$ cat config.mk
export PLATFORM = sky130hd
export DESIGN_NAME = xpf_flag_mem
export DESIGN_NICKNAME = d
export VERILOG_FILES = /design/src/xpf_pkg.sv /design/src/xpf_flag_mem.sv
export SDC_FILE = /design/constraint.sdc
export NUM_CORES = 2
export LEC_CHECK = 0
export BUFFER_PORTS_ARGS = -buffer_cell sky130_fd_sc_hd__buf_2
export CORE_UTILIZATION = 59
export DETAILED_ROUTE_END_ITERATION = 6
export HOLD_SLACK_MARGIN = 0.08
export PLACE_DENSITY = 0.73
export SYNTH_ARGS = -nofsm -noshare
export SYNTH_HDL_FRONTEND = slang
export SYNTH_SLANG_ARGS = --single-unit
$ cat constraint.sdc
create_clock -name i_clk -period 2.52 [get_ports i_clk]
set_clock_uncertainty 0.1 [all_clocks]
set_input_delay 0.126 -clock i_clk [delete_from_list [all_inputs] [get_ports i_clk]]
set_output_delay 0.126 -clock i_clk [all_outputs]
set_load 0.005 [all_outputs]
$ cat src/xpf_pkg.sv
// ----------------------------------------------------------------------------
// xpf_pkg
// Shared sizes, types and helpers for the XOR parity recovery core.
// ----------------------------------------------------------------------------
package xpf_pkg;

    localparam int FRAMES    = 1024;
    localparam int WORDS     = 20;
    localparam int ROW_FR    = 4;                  // frames per flag row
    localparam int ROWS      = FRAMES / ROW_FR;
    localparam int PAIRS     = FRAMES / 2;
    localparam int QUADS     = FRAMES / 4;
    localparam int SEQ_W     = $clog2(FRAMES);
    localparam int ROW_W     = $clog2(ROWS);
    localparam int PG_W      = $clog2(PAIRS);
    localparam int QG_W      = $clog2(QUADS);
    localparam int WI_W      = 5;
    localparam int NF_W      = 11;
    localparam int FA_W      = $clog2(FRAMES * WORDS);
    localparam int PA_W      = $clog2(PAIRS * WORDS);
    localparam int QA_W      = $clog2(QUADS * WORDS);
    localparam int J_W       = $clog2(ROW_FR + 1);

    localparam logic [NF_W-1:0] NF_RESET  = NF_W'(1024);
    localparam logic            REQ_MEDIA = 1'b0;
    localparam logic [7:0]      GS_PAIR   = 8'h02;
    localparam logic [7:0]      GS_QUAD   = 8'h04;

    typedef enum logic [1:0] {
        ST_CLEAR,
        ST_IDLE,
        ST_LOOK,
        ST_REC
    } t_state;

    // one row of flags covers one quad: four frames, its two pairs, itself
    typedef struct packed {
        logic                qval;
        logic [1:0]          pval;
        logic [ROW_FR-1:0]   done;
    } t_flag_row;

    typedef struct packed {
        logic                fire;
        logic [1:0]          miss_off;
        logic [ROW_FR-1:0]   use_mask;
    } t_rec_chk;

    typedef struct packed {
        logic                we;
        logic [SEQ_W-1:0]    wid;
        logic [WI_W-1:0]     wword;
        logic                re;
        logic [SEQ_W-1:0]    rid;
        logic [WI_W-1:0]     rword;
    } t_fm_cmd;

    typedef struct packed {
        logic                we;
        logic                wquad;
        logic [PG_W-1:0]     wgrp;
        logic [WI_W-1:0]     wword;
        logic                re;
        logic                rquad;
        logic [PG_W-1:0]     rgrp;
        logic [WI_W-1:0]     rword;
    } t_pm_cmd;

    // exactly one member of the group missing -> recoverable
    function automatic t_rec_chk rec_check(input logic valid,
                                           input logic [ROW_FR-1:0] inc,
                                           input logic [ROW_FR-1:0] done);
        t_rec_chk          r;
        logic [ROW_FR-1:0] miss;
        miss       = inc & ~done;
        r.fire     = valid && (miss != '0) && ((miss & (miss - 1'b1)) == '0);
        r.miss_off = miss[3] ? 2'd3 : (miss[2] ? 2'd2 : (miss[1] ? 2'd1 : 2'd0));
        r.use_mask = inc & done;
        return r;
    endfunction

endpackage

$ cat src/xpf_flag_mem.sv
// ----------------------------------------------------------------------------
// xpf_flag_mem
// Per-quad flag rows: delivered marks and parity valid marks.
// ----------------------------------------------------------------------------
module xpf_flag_mem
    import xpf_pkg::*;
(
    input  logic             i_clk,
    input  logic             i_we,
    input  logic [ROW_W-1:0] i_waddr,
    input  t_flag_row        i_wdata,
    input  logic [ROW_W-1:0] i_raddr,
    output t_flag_row        o_rdata
);

    t_flag_row mem [ROWS];
    t_flag_row r_rdata;

    always_ff @(posedge i_clk) begin
        if (i_we) begin
            mem[i_waddr] <= i_wdata;
        end
        r_rdata <= mem[i_raddr];
    end

    assign o_rdata = r_rdata;

endmodule

Yosys cells after proc, flatten, opt, wreduce, memory -nomap -nowiden
Memory sizes are Yosys's and may differ from the RTL's. A register that Yosys moved wholly into a read port is not among the register bits. Cells that the tools add are included.

Memories kept: 1. Register bits after elaboration: 0. Bits in read-only memories: 0. Bits in writable memories: 1792. Bits of input ports: 25. Bits in latches: 0.

Equality and inequality tests: 0. Shift operators: 0. Magnitude comparators: 0. Multiplexer cells: 2. Add/sub/neg operators: 0. Div/mod/pow operators: 0. Bitwise gates (word level): 0. Reductions and logical operators: 0. $mul: 0.

Memory list: mem (depth 256, width 7, read ports 1, clocked after memory_dff 1, write ports 1, RTL line xpf_flag_mem.sv:16) `t_flag_row mem [ROWS];`.

Operator list (count): 1-bit two-way mux (2).

Depth between registers and ports, before layout
Depth in word-level cells: 2. Depth in mapped cells: 12. Gate-level depth less buffers: 6.

Worst setup path after synthesis
Ideal clock, no wire load.

Path type: input-to-reg. Start: input i_raddr[0]. End: register o_rdata[6] (netlist name). Data arrival time: 1.894 ns. Slack: 0.399 ns. Cell stages on the path: 9. Buffers on the path: 4. Library setup time: 0.127 ns. Cell sequence: buf_6 buf_8 buf_6 buf_6 mux4_2 a221oi_1 o22ai_1 nor3_1 nor4_2.

RTL lines: start: declaration (RTL line xpf_flag_mem.sv:12) `input logic [ROW_W-1:0] i_raddr,`.

==> results.yml <==
timing:
  setup-violations-final: 0
  worst_hold_slack_ps: 240
  slew-limit-headroom_pct: 22.1
  finalWorstSetupSlack_ps: 7.39
  hold_viol: 0
  final.min_clock_period_ps: 2510
  timing_max_transition_violations_final: 0
  timing.final.crit_share_pct: 99.7
  fmaxAchievable_ghz: 0.398
  worst_pin_slew_ps: 1150
  grt_setup_unrepaired: "false"
logic_synthesis:
  post_synth_mux_area_share_pct: 14.8
  biggest_area_contributors_in_the_synthesized_netlist: "edfxtp_1 77%, mux4_2 12%, mux2i_1 2.2%, nor2_1 1.6%, a22oi_1 0.65%"
  async_reset_ff_share_pct: 0
  synth_largest_type_area_fraction_pct: 76.7
  synthSimpleGateAreaFrac_pct: 3.43
  synth_enable_flop_cells: 1792
  count_leader_synth: "edfxtp_1"
  synthAdderAreaFrac_pct: 0
  netlist_area_um2: 70200
  avgSynthCellArea_um2: 20.8
  synth-seq-cells: 1799
  seq_total_area_yosys_pct: 76.9
  netlist_instances: 3381
  synth.largest_area_cell: "edfxtp_1"
  ys.flop_type: "edfxtp_1"
  yosys.area_share.xor_xnor_pct: 0
  synth_common_cells: "1792 x edfxtp_1, 380 x mux4_2, 294 x nor2_1"
  synth-compound-area-share_pct: 2.93
  number_of_unique_standard_cell_types_used_by_synthesis: 53
  synth-warning-count: 0
  dominant_combinational_cell_family_by_area_after_synthesis: "multiplexers"
  syn_nets: 3406
routing:
  detail_route.iter0.violations: 4949
  detailedRoute.firstPassIterationCount: 6
  post_dr_vias_cell: 6.60
  route.vias.total: 37430
  ant_nets: 0
  drt-wirelength-per-cell_um: 30.9
  remaining_drc_errors: 0
  wirelength_um: 176000
clock_network:
  clockBufferDepth: 3
  cts_root_buf: "clkbuf_16"
  clock-sinks: 1799
  cts.clk_slew.worst_paths_ps: 60
  ctsHtreeMaxLevel: 4
  cts_buffers: 174
  cts_tree: "built"
  postCtsSetupBuffers: 0
  clkLatencyLatePin_ps: 790
critical_path:
  cp.required_ps: 3070
  worstRegToRegCells: 7
  timing.critical_path.from_type: "register"
  critical_path_endpoint_category: "register"
  path_class: "reg2reg"
  timing.critical_path.fanout_max: 1
  crit_arrival_ps: 3070
  reg2reg_setup_slack_ps: 7
placement:
  dpl_hpwl_um: 113000
  port-buffer-count: 31
  gp_congestion: 0.971
  pre_cts_ws_ps: -624
final_layout:
  flow.area_growth_from_synthesis_pct: 16.5
  post_route_cells_drive_above_1_share_pct: 30.8
  design.final.nets: 4022
pwr:
  max-vdd-ir-drop_v: 0.000697
  cellPowerDensity_nw_per_um2: 746
  cellLeakagePower_uw: 0.0268
floorplanning:
  core_area_um2: 118000
  rows: 126
  effective_utilization_at_floorplan_pct: 59.4
  die_w_um: 347
  dieArea_um2: 120000
  die-height_um: 347
  io_count: 32
worst_hold_path:
  hold_class: "in2reg"
  min_delay_path_depth: 2
global_route:
  pin_count_of_the_biggest_net_entering_global_routing: 105
  track_usage_pct: 29.6
  gr-total-overflow: 0
  number_of_antenna_violations_at_the_first_check_in_global_routing: 6
  first_global_vias: 37740
  grt_first_pass_wirelength_um: 255000
job:
  max-cap-violations: 0
outcome:
  run_status: "finished clean"
[what timing repair did]
item / CTS / global route
hold buffers: 19 / 0
setup endpoints to repair: 4 / 6
cloned: 0 / 0
endpoints found under the hold margin: 989 / 0
pin swaps: 0 / 2
resized for setup: 6 / 11
[cell families (layout without fill, tap and decap cells)]
kind of cell	after synthesis	count (layout)
buffers and inverters	207	958
other	0	4
DFF	1799	1799
and+or+nand+nor	544	544
muxes	547	547
AOI/OAI and AO/OA	284	284
[stage by stage]
stage / power [uW] / utilization [%] / instance area, um^2 / TNS (ps) / std cells
5_1_grt: 62400 / 69.2 / 81800 / 0 / 5668
3_3_place_gp: 36900 / 64.5 / 76200 / -2470 / 5338
3_5_place_dp: 37000 / 64.5 / 76200 / -2810 / 5338
4_1_cts: 61200 / 69.2 / 81700 / 0 / 5668
2_1_floorplan: 35300 / - / 70200 / 0 / 3381
6_report: 61000 / 69.2 / 81800 / 0 / 5672
[cell type report]
| type | count | area (um^2) |
|---|---|---|
| flip-flops and latches | 1799 | 54000 |
| fillers | 6941 | 36300 |
| multi-input cells | 1375 | 15000 |
| repair buffers | 644 | 5620 |
| clock buffers | 211 | 4580 |
| well taps | 1536 | 1920 |
| clock inverters | 100 | 721 |
| inverters | 3 | 11.3 |
| diodes | 4 | 10.0 |
[placed cells by master, fill, tap and decap left out, types with 34 or more instances in the layout]
master / instances
edfxtp_1: 1792
a21oi_1: 46
nand2_1: 74
nor2_1: 289
nand3_1: 40
mux2i_1: 155
nor4_1: 34
buf_4: 538
clkinv_1: 45
clkbuf_16: 178
o22ai_1: 66
buf_12: 58
a22oi_1: 61
mux4_2: 380
[report_power, final]
part	leakage [uW]	switching (uW)	internal, uW
Combinational	0.00807	2050	1360
Clock	0.00260	10800	13800
Sequential	0.0162	63.6	33000
Total	0.0268	12900	48100
[sequential cells by signal (all words and copies together), names as in the netlist]
register  flops
o_rdata       7
mem        1792
[routing by layer]
| metal | wire (um) | global-route usage [%] |
|---|---|---|
| met1 | 64200 | 40.8 |
| met5 | 27 | 0 |
| met2 | 84300 | 46.5 |
| met3 | 19100 | 6.17 |
| met4 | 7890 | 12.8 |
[worst max-delay path, stage by stage, from the launching register on]
cell	delay (ps)
edfxtp_1	370
mux4_2	480
a22o_1	280
a221oi_1	230
buf_4	180
o22ai_1	180
nor3_2	460
nor4_1	90
[final timing paths]
check | to | startpoint
max | o_rdata[1] | mem[42][1]
max reg2reg | o_rdata[1] | mem[42][1]
min reg2reg | o_rdata[3] | mem[194][3]
min | mem[0][4] | i_wdata[4]
No activity file was read; power rests on OpenSTA's default activity.
